**config.mk**
```make
export PLATFORM = sky130hd
export DESIGN_NAME = char_lcd_write_sequencer
export DESIGN_NICKNAME = d
export VERILOG_FILES = /design/src/rtl/lcdws_pkg.sv /design/src/rtl/lcdws_cfg.sv /design/src/rtl/lcdws_core.sv /design/src/rtl/lcdws_out.sv /design/src/rtl/char_lcd_write_sequencer.sv
export SDC_FILE = /design/constraint.sdc
export NUM_CORES = 1
export LEC_CHECK = 0
export BUFFER_PORTS_ARGS = -buffer_cell sky130_fd_sc_hd__buf_2
export CAP_MARGIN = 20
export CORE_MARGIN = 2
export CORE_UTILIZATION = 57
export CTS_CLUSTER_SIZE = 40
export DETAILED_ROUTE_END_ITERATION = 10
export GPL_ROUTABILITY_DRIVEN = 0
export PLACE_DENSITY = 0.89
export RECOVER_POWER = 100
export SLEW_MARGIN = 20
export SYNTH_ARGS = -nofsm -noshare
export SYNTH_HDL_FRONTEND = slang
export SYNTH_SLANG_ARGS = --single-unit
```
**constraint.sdc**
```tcl
create_clock -name i_clk -period 2.68 [get_ports i_clk]
set_input_delay 0.402 -clock i_clk [delete_from_list [all_inputs] [get_ports i_clk]]
set_output_delay 0.402 -clock i_clk [all_outputs]
set_load 0.02 [all_outputs]
```
**src/rtl/lcdws_pkg.sv**
```systemverilog
package lcdws_pkg;

    // Sequencer modes, one-hot
    typedef enum logic [5:0] {
        M_INIT1 = 6'b000001,
        M_INIT2 = 6'b000010,
        M_INIT3 = 6'b000100,
        M_IDLE  = 6'b001000,
        M_WADDR = 6'b010000,
        M_WCHAR = 6'b100000
    } t_mode;

    // Tick phases of one bus command
    localparam logic [1:0] PH_SETUP = 2'd0;
    localparam logic [1:0] PH_RISE  = 2'd1;
    localparam logic [1:0] PH_FALL  = 2'd2;

    // Input kinds
    localparam logic KIND_TICK  = 1'b0;
    localparam logic KIND_WRITE = 1'b1;

    // Configuration register indexes
    localparam logic [1:0] CFG_FUNC_SET  = 2'd0;
    localparam logic [1:0] CFG_DISP_CTRL = 2'd1;
    localparam logic [1:0] CFG_ENTRY     = 2'd2;

    // Reset values of the init command bytes
    localparam logic [7:0] FUNC_SET_RST  = 8'h3F;
    localparam logic [7:0] DISP_CTRL_RST = 8'h0C;
    localparam logic [7:0] ENTRY_RST     = 8'h06;

    // Set-DDRAM-address command bit
    localparam logic [7:0] ADDR_CMD = 8'h80;

    typedef struct packed {
        logic [7:0] func_set;
        logic [7:0] disp_ctrl;
        logic [7:0] entry;
    } t_cfg;

    typedef struct packed {
        logic [7:0] bus_data;
        logic       reg_select;
        logic       enable_strobe;
        logic       ready_res;
        logic       accepted;
    } t_result;

endpackage

```
**src/rtl/lcdws_cfg.sv**
```systemverilog
module lcdws_cfg (
    input  logic              i_clk,
    input  logic              i_rst_n,
    input  logic              i_cfg_valid,
    input  logic [1:0]        i_cfg_index,
    input  logic [7:0]        i_cfg_data,
    output lcdws_pkg::t_cfg   o_cfg
);
    import lcdws_pkg::*;

    t_cfg r_cfg;
    t_cfg n_cfg;

    // Decode the register index; unknown indexes are dropped
    always_comb begin
        n_cfg = r_cfg;
        if (i_cfg_valid) begin
            case (i_cfg_index)
                CFG_FUNC_SET:  n_cfg.func_set  = i_cfg_data;
                CFG_DISP_CTRL: n_cfg.disp_ctrl = i_cfg_data;
                CFG_ENTRY:     n_cfg.entry     = i_cfg_data;
                default:       n_cfg = r_cfg;
            endcase
        end
    end

    always_ff @(posedge i_clk) begin
        if (!i_rst_n) begin
            r_cfg.func_set  <= FUNC_SET_RST;
            r_cfg.disp_ctrl <= DISP_CTRL_RST;
            r_cfg.entry     <= ENTRY_RST;
        end else begin
            r_cfg <= n_cfg;
        end
    end

    assign o_cfg = r_cfg;

endmodule

```
**src/rtl/lcdws_core.sv**
```systemverilog
module lcdws_core (
    input  logic                i_clk,
    input  logic                i_rst_n,
    input  logic                i_fire,
    input  logic                i_kind,
    input  logic [7:0]          i_character,
    input  logic [5:0]          i_column,
    input  logic [1:0]          i_row,
    input  lcdws_pkg::t_cfg     i_cfg,
    output lcdws_pkg::t_result  o_result
);
    import lcdws_pkg::*;

    t_mode      r_mode,    n_mode;
    logic [1:0] r_phase,   n_phase;
    logic [7:0] r_pending, n_pending;
    logic [7:0] r_data,    n_data;
    logic       r_select,  n_select;
    logic       r_enable,  n_enable;
    logic       took;

    // Next bus and sequencer state for one tick or write request
    always_comb begin
        n_mode    = r_mode;
        n_phase   = r_phase;
        n_pending = r_pending;
        n_data    = r_data;
        n_select  = r_select;
        n_enable  = r_enable;
        took      = 1'b0;
        if (i_kind == KIND_TICK) begin
            case (r_phase)
                PH_SETUP: begin
                    case (r_mode)
                        M_WCHAR: begin
                            n_data    = r_pending;
                            n_select  = 1'b1;
                            n_pending = 8'd0;
                        end
                        M_INIT2: begin
                            n_data   = i_cfg.disp_ctrl;
                            n_select = 1'b0;
                        end
                        M_INIT3: begin
                            n_data   = i_cfg.entry;
                            n_select = 1'b0;
                        end
                        default: n_data = r_data;
                    endcase
                    if (r_mode != M_IDLE) begin
                        n_phase = PH_RISE;
                    end
                end
                PH_RISE: begin
                    // Reload function set so a late config write takes effect
                    if (r_mode == M_INIT1) begin
                        n_data   = i_cfg.func_set;
                        n_select = 1'b0;
                    end
                    n_enable = 1'b1;
                    n_phase  = PH_FALL;
                end
                PH_FALL: begin
                    n_enable = 1'b0;
                    n_phase  = PH_SETUP;
                    case (r_mode)
                        M_INIT1: n_mode = M_INIT2;
                        M_INIT2: n_mode = M_INIT3;
                        M_INIT3: n_mode = M_IDLE;
                        M_WADDR: n_mode = M_WCHAR;
                        M_WCHAR: n_mode = M_IDLE;
                        default: n_mode = r_mode;
                    endcase
                end
                default: n_phase = PH_SETUP;
            endcase
        end else if (r_mode == M_IDLE && r_phase == PH_SETUP) begin
            // Take the request and drive set-address at once
            n_pending = i_character;
            n_data    = ADDR_CMD | {i_row, i_column};
            n_select  = 1'b0;
            n_mode    = M_WADDR;
            took      = 1'b1;
        end
    end

    always_ff @(posedge i_clk) begin
        if (!i_rst_n) begin
            r_mode    <= M_INIT1;
            r_phase   <= PH_RISE;
            r_pending <= 8'd0;
            r_data    <= FUNC_SET_RST;
            r_select  <= 1'b0;
            r_enable  <= 1'b0;
        end else if (i_fire) begin
            r_mode    <= n_mode;
            r_phase   <= n_phase;
            r_pending <= n_pending;
            r_data    <= n_data;
            r_select  <= n_select;
            r_enable  <= n_enable;
        end
    end

    // Result shows the state after this item
    always_comb begin
        o_result.bus_data      = n_data;
        o_result.reg_select    = n_select;
        o_result.enable_strobe = n_enable;
        o_result.ready_res     = (n_mode == M_IDLE) && (n_phase == PH_SETUP);
        o_result.accepted      = took;
    end

endmodule

```
**src/rtl/lcdws_out.sv**
```systemverilog
module lcdws_out (
    input  logic                i_clk,
    input  logic                i_rst_n,
    input  logic                i_fire,
    input  lcdws_pkg::t_result  i_result,
    input  logic                i_out_ready,
    output logic                o_out_valid,
    output logic                o_in_ready,
    output lcdws_pkg::t_result  o_result
);
    import lcdws_pkg::*;

    logic    r_valid;
    t_result r_result;

    // Take a new request when empty or when the held result leaves this cycle
    assign o_in_ready = !r_valid || i_out_ready;

    always_ff @(posedge i_clk) begin
        if (!i_rst_n) begin
            r_valid <= 1'b0;
        end else if (i_fire) begin
            r_valid <= 1'b1;
        end else if (i_out_ready) begin
            r_valid <= 1'b0;
        end
    end

    // Payload holds while stalled
    always_ff @(posedge i_clk) begin
        if (i_fire) begin
            r_result <= i_result;
        end
    end

    assign o_out_valid = r_valid;
    assign o_result    = r_result;

endmodule

```
**src/rtl/char_lcd_write_sequencer.sv**
```systemverilog
// Character LCD write sequencer for an 8-bit parallel bus.
// Input channel (i_in_valid / o_in_ready): each request is either a timer
// tick (i_kind = 0) or a write-character request (i_kind = 1) with
// character, column and row. Every request gives exactly one result on the
// output channel (o_out_valid / i_out_ready): the bus byte, register select,
// enable level, the ready flag and whether a write request was taken.
// A command needs three ticks: bus setup, enable rise, enable fall.
// Results are registered and shown in the cycle after the request is taken.
// One request per cycle is sustained while the receiver does not stall.
// Reset starts the init sequence (function set, display control, entry
// mode) in its enable-rise phase; the output register is empty.
// When the receiver stalls, the result is held in the output register and
// o_in_ready drops until it is taken; it rises again in the same cycle the
// result leaves.
// Configuration (i_cfg_valid / o_cfg_ready) writes the three init command
// bytes by index and is always ready; an unknown index is ignored.
module char_lcd_write_sequencer (
    input  logic       i_clk,
    input  logic       i_rst_n,
    input  logic       i_in_valid,
    output logic       o_in_ready,
    input  logic       i_kind,
    input  logic [7:0] i_character,
    input  logic [5:0] i_column,
    input  logic [1:0] i_row,
    output logic       o_out_valid,
    input  logic       i_out_ready,
    output logic [7:0] o_bus_data,
    output logic       o_reg_select,
    output logic       o_enable_strobe,
    output logic       o_ready_res,
    output logic       o_accepted,
    input  logic       i_cfg_valid,
    output logic       o_cfg_ready,
    input  logic [1:0] i_cfg_index,
    input  logic [7:0] i_cfg_data
);
    import lcdws_pkg::*;

    t_cfg    cfg;
    t_result core_result;
    t_result out_result;
    logic    fire;

    assign o_cfg_ready = 1'b1;
    assign fire        = i_in_valid && o_in_ready;

    lcdws_cfg u_cfg (
        .i_clk       (i_clk),
        .i_rst_n     (i_rst_n),
        .i_cfg_valid (i_cfg_valid),
        .i_cfg_index (i_cfg_index),
        .i_cfg_data  (i_cfg_data),
        .o_cfg       (cfg)
    );

    lcdws_core u_core (
        .i_clk       (i_clk),
        .i_rst_n     (i_rst_n),
        .i_fire      (fire),
        .i_kind      (i_kind),
        .i_character (i_character),
        .i_column    (i_column),
        .i_row       (i_row),
        .i_cfg       (cfg),
        .o_result    (core_result)
    );

    lcdws_out u_out (
        .i_clk       (i_clk),
        .i_rst_n     (i_rst_n),
        .i_fire      (fire),
        .i_result    (core_result),
        .i_out_ready (i_out_ready),
        .o_out_valid (o_out_valid),
        .o_in_ready  (o_in_ready),
        .o_result    (out_result)
    );

    assign o_bus_data      = out_result.bus_data;
    assign o_reg_select    = out_result.reg_select;
    assign o_enable_strobe = out_result.enable_strobe;
    assign o_ready_res     = out_result.ready_res;
    assign o_accepted      = out_result.accepted;

endmodule

```
Word-level counts from Yosys, hierarchy flattened. Cells that the tools add are included. W data, S select, Z words.

Register bits: 63. Bits of input ports: 32. Output and inout port bits: 15. Word-level logic and storage cells: 71.

Equality and inequality tests: 13. Mux-type cells: 26. Reductions and logical operators: 17.

Operators by type and width (count): $mux W8 (7); $pmux W6 S4 (1); $pmux W8 S3 (1); $mux W6 (3); $pmux W8 S2 (1); $eq A6 B4 Y1 const B (2); $mux W1 (7); $eq A6 B1 Y1 const B (1); $eq A6 B2 Y1 const B (1); $eq A6 B3 Y1 const B (1); $eq A6 B5 Y1 const B (1); $eq A6 B6 Y1 const B (1); $logic_not A2 Y1 (3); $ne A6 B4 Y1 const B (1); $pmux W1 S2 (3); $reduce_and A2 Y1 (3); $reduce_bool A2 Y1 (3); $eq A2 B1 Y1 const B (2); $eq A2 B2 Y1 const B (2); $mux W2 (2); $pmux W2 S2 (1); $reduce_and A4 Y1 (1); $reduce_or A2 Y1 (2); $logic_and A1 B1 Y1 (3); other kinds (3) (3).

Depth between registers and ports, before layout.
Depth after elaboration: 7. Mapped depth: 8. Mapped depth without buffers: 7.

Cells and area by module. A second synthesis with hierarchy kept.

Cells, all modules: 359. Area total of the unflattened synthesis: 3552.2 um^2.

By module, submodules not included: lcdws_core (times used 1, cells each 245, area an instance 2158.3 um^2, sequential area each 520.5 um^2); lcdws_cfg (times used 1, cells each 95, area an instance 967.2 um^2, sequential area each 480.5 um^2); lcdws_out (times used 1, cells each 16, area an instance 409.1 um^2, sequential area each 380.4 um^2); char_lcd_write_sequencer (times used 1, cells each 3, area an instance 17.5 um^2, sequential area each 0.0 um^2).

Worst setup path before layout. OpenSTA, ideal clock, no wires.

Path kind: register to register. Start: register u_core.r_phase[1]. End: register u_out.r_result, in the netlist u_out.o_result[4], data pin. Setup time: 261 ps. Data arrival time: 1676 ps. Data required time: 2419 ps. Path slack: 743 ps. Stages on the path, launching flop included: 9. Buffers on the path: 2. Clock period less this slack: 1937 ps. Cells stage by stage: dfxtp_1 -> inv_1 -> ha_1 -> clkbuf_1 -> and4_1 -> buf_2 -> a221o_1 -> a211oi_2 -> nor2_1.

RTL lines: from (decl) (line lcdws_core.sv:15) `logic [1:0] r_phase, n_phase;`; from (signal assigned) (line lcdws_core.sv:97) `r_phase <= n_phase;`; to (signal assigned) (line lcdws_out.sv:32) `r_result <= i_result;`; to (decl) (line lcdws_out.sv:14) `t_result r_result;`.

Worst setup path in the final report.
Start: register u_core.r_mode[5]. End: register u_core.r_data[3].

Longest elaborated chain between the ends: 4. Elaborated cells between the ends (all ways): 11. Classes of those cells: 5 x eq/ne; 5 x mux; 1 x reduce/logical.

RTL lines: from (decl) (line lcdws_core.sv:14) `t_mode r_mode, n_mode;`; from (signal assigned) (line lcdws_core.sv:96) `r_mode <= n_mode;`; $eq A6 B3 Y1, or another cell as far along (line lcdws_core.sv:34) `case (r_mode)`; $pmux W8 S3, or another cell as far along (line lcdws_core.sv:34); $pmux W8 S2 / $mux W8 (equally long branches) (line lcdws_core.sv:32, lcdws_core.sv:77); $mux W8 * (line lcdws_core.sv:31) `if (i_kind == KIND_TICK) begin`; to (signal assigned) (line lcdws_core.sv:99) `r_data <= n_data;`; to (decl) (line lcdws_core.sv:17) `logic [7:0] r_data, n_data;`.

Every way passes the cells marked *; elsewhere a longest branch is shown, timed or not. A chain may end at the register's enable or synchronous reset.

==> run_results.csv <==
group,metric,value,unit
yosys,synth_edf_count,12,
timing,worst_pin_slew,1.04,ns
worst_hold_path,hp-class,"in2reg",
cts,numCtsBuffers,9,
pwr,power.density,588,nW/um^2
drt,wl_per_cell,15.3,um
worst_setup_path,crit_chain,"nor3b_1 > clkbuf_1 > nand3_1 > a31oi_1 > a211oi_1 > o311ai_0",
yosys,synth_cells,371,
place,place_hpwl,5230,um
place,dpl.cell_count,469,
timing,min_period,2.49,ns
yosys,synth_top_area_frac,0.314,
layout,area_growth,11.4,%
yosys,syn_nets,406,
floorplan,placeableCoreArea,5510,um^2
pwr,p_leak,1.50,nW
worst_setup_path,path_buf_inv,1,
floorplan,die_w,79.5,um
cts,clkLatencyLatePin,0.35,ns
yosys,ys_ff_latch,63,
global_route,grt_pass1_wl,12100,um
cts,htree_num_levels,3,
yosys,yosys.area.top_type,"dfxtp_1",
timing,hold_viol,0,
timing,finClkSkew,0.0111,ns
worst_setup_path,critPathLaunchType,"flop",
place,portBuffers,44,
yosys,ys_seq_area_frac,0.425,
pwr,ir_drop,0.000302,V
yosys,async_flop_share,0,
cts,cts_root_buf,"clkbuf_8",
timing,timing.slew.headroom,0.309,
worst_setup_path,critPathTopFamily,"compound AO/OA/AOI/OAI gates",
floorplan,fp.dieArea,6320,um^2
layout,layoutNonFillerInstCount,485,
yosys,ys.flop_type,"dfxtp_1",
global_route,gr-usage-all-layers,0.244,
global_route,grt_antenna_before_repair,0,
yosys,yosys_warnings,0,
cts,cts.reportedPaths.clkPinSlew,0.07,ns
yosys,netlist_area,3250,um^2
status,status,"finished clean",
floorplan,die_height,79.5,um
layout,fillCellCount,456,
drt,drtIter0Drc,278,
job,max_cap_violations,0,
floorplan,io_pins,47,
worst_setup_path,slowest_delay,0.61,ns
global_route,grt_overflow_total,0,
cts,cts_tree,"yes",
timing,setup_viol,0,
global_route,grt_pass1_vias,2676,
drt,viasPerCell,6.04,
global_route,grt_max_degree,26,
worst_setup_path,crit_slowest_cell,"dfxtp_1",
timing,fmax,0.402,GHz
layout,diodes,0,
timing,fin_tns_setup,0,ns
yosys,yosys-top-cells-area,"dfxtp_1, edfxtp_1, nand2_1, mux2i_1, nand3_1",
cts,postCtsSetupRepairBufs,0,
drt,wl,7430,um
layout,drive_above_1_share,0.140,
drt,route.antenna.remaining_nets,0,
cts,cts_hold_buffers,0,
worst_setup_path,end_kind,"flop",
worst_setup_path,crit_arrival,2.72,ns
worst_setup_path,setup.worst_path.class,"reg2reg",
cts,cts_buffer_depth,2,
cts,cts_sinks,63,
timing,slew_violations,0,
layout,fin_nets,443,
worst_setup_path,crit_path_max_fanout,10,
yosys,syn_area_per_cell,8.75,um^2
timing,fin_crit_sh,0.928,
drt,dr.pass1.iters,6,
floorplan,start_util,0.590,
yosys,synth.distinct_cells,56,
drt,vias,2928,
cts,ctsResizeCount,0,
floorplan,fp-row-count,27,
timing,grt_setup_unrepaired,"no",
drt,drc_errors,0,
worst_setup_path,required,2.91,ns
## cell type report
cell class | instances | area (um^2) | share of cell area
Clock inverter | 5 | 52.6 | 0.0145
Clock buffer | 11 | 153 | 0.0422
Sequential cell | 63 | 1380 | 0.382
Inverter | 7 | 26.3 | 0.00726
Multi-Input combinational cell | 271 | 1640 | 0.455
Tap cell | 72 | 90.1 | 0.0249
Timing Repair Buffer | 56 | 270 | 0.0747
## stage by stage
step / power [mW] / instance area, um^2 / hold slack (ns) / utilization / worst slack [ns]
floorplan: 1.24 / 3250 / 0.434 / - / 0.743
global placement: 1.31 / 3500 / 0.447 / 0.635 / 0.561
detailed placement: 1.32 / 3500 / 0.448 / 0.635 / 0.434
CTS: 2.16 / 3700 / 0.290 / 0.672 / 0.430
global route: 2.21 / 3620 / 0.305 / 0.657 / 0.148
finish: 2.13 / 3620 / 0.291 / 0.657 / 0.193
## cells in the mapped netlist, drive strengths merged, types with 2 or more instances
library cell  count
a211oi            8
a21boi            2
a21o              2
a21oi             7
a221o             6
a22oi            10
a31o              2
a31oi            12
and3              8
and3b             2
and4              3
buf              16
clkbuf           14
dfxtp            51
edfxtp           12
ha                3
inv               6
mux2i            19
nand2            51
nand3            35
nand3b            3
nor2             42
nor2b             7
nor3              6
nor3b             2
nor4              3
o211ai            2
o21ai            14
o311ai            7
## layer usage
| layer | part of all wire | wire, um | global-route usage | up-vias |
|---|---|---|---|---|
| met5 | 0 | 0 | 0 | - |
| met4 | 0.022 | 165 | 0.124 | 0 |
| met3 | 0.065 | 484 | 0.0305 | 18 |
| met2 | 0.48 | 3540 | 0.381 | 129 |
| met1 | 0.44 | 3240 | 0.333 | 1361 |
| li1 | - | - | - | 1420 |
## flip-flops by register name, summed over array words and instances (netlist names)
register           count
u_cfg.o_cfg           24
u_core.r_data          8
u_core.r_enable        1
u_core.r_mode          6
u_core.r_pending       8
u_core.r_phase         2
u_core.r_select        1
u_out.o_out_valid      1
u_out.o_result        12
## cells by family after synthesis
| group | share of synthesized area |
|---|---|
| compound gates | 0.186 |
| simple gates | 0.257 |
| other cells | 0.00115 |
| xor+xnor | 0.00270 |
| flops | 0.425 |
| fa+ha+maj | 0.0116 |
| buf+inv | 0.0543 |
| mux | 0.0620 |
## power by group
group	internal (mW)	switching (mW)	leakage, nW
clock network	0.484	0.363	0.109
logic	0.0895	0.149	0.858
registers	1.01	0.0294	0.529
## tightest hold or removal path: cells and delay by family
kind                   cells  cell delay, ns
AOI/OAI and AO/OA          1            0.05
buffers and inverters      1            0.08
and+or+nand+nor            1            0.07
## cell usage in the layout (no fill, tap or decap), drive strengths merged, types with 8 or more instances in the layout
| cell type | count |
|---|---|
| buf | 34 |
| nor2 | 42 |
| nand3 | 35 |
| o21ai | 14 |
| clkbuf | 33 |
| and3 | 8 |
| a31oi | 12 |
| dfxtp | 51 |
| edfxtp | 12 |
| inv | 8 |
| a211oi | 8 |
| mux2i | 19 |
| a22oi | 10 |
| nand2 | 51 |
## worst paths after layout
kind | startpoint | endpoint | slack (ns) | cells past startpoint
worst min register to register | u_cfg.o_cfg[22] | u_cfg.o_cfg[22] | 0.46 | 2
worst max-delay path | u_core.r_mode[5] | u_core.r_data[3] | 0.19 | 6
worst min-delay path | i_character[2] | u_core.r_pending[2] | 0.29 | 3
worst max register to register | u_core.r_mode[5] | u_core.r_data[3] | 0.19 | 6
Note: power is estimated with default switching activity, not from simulation.
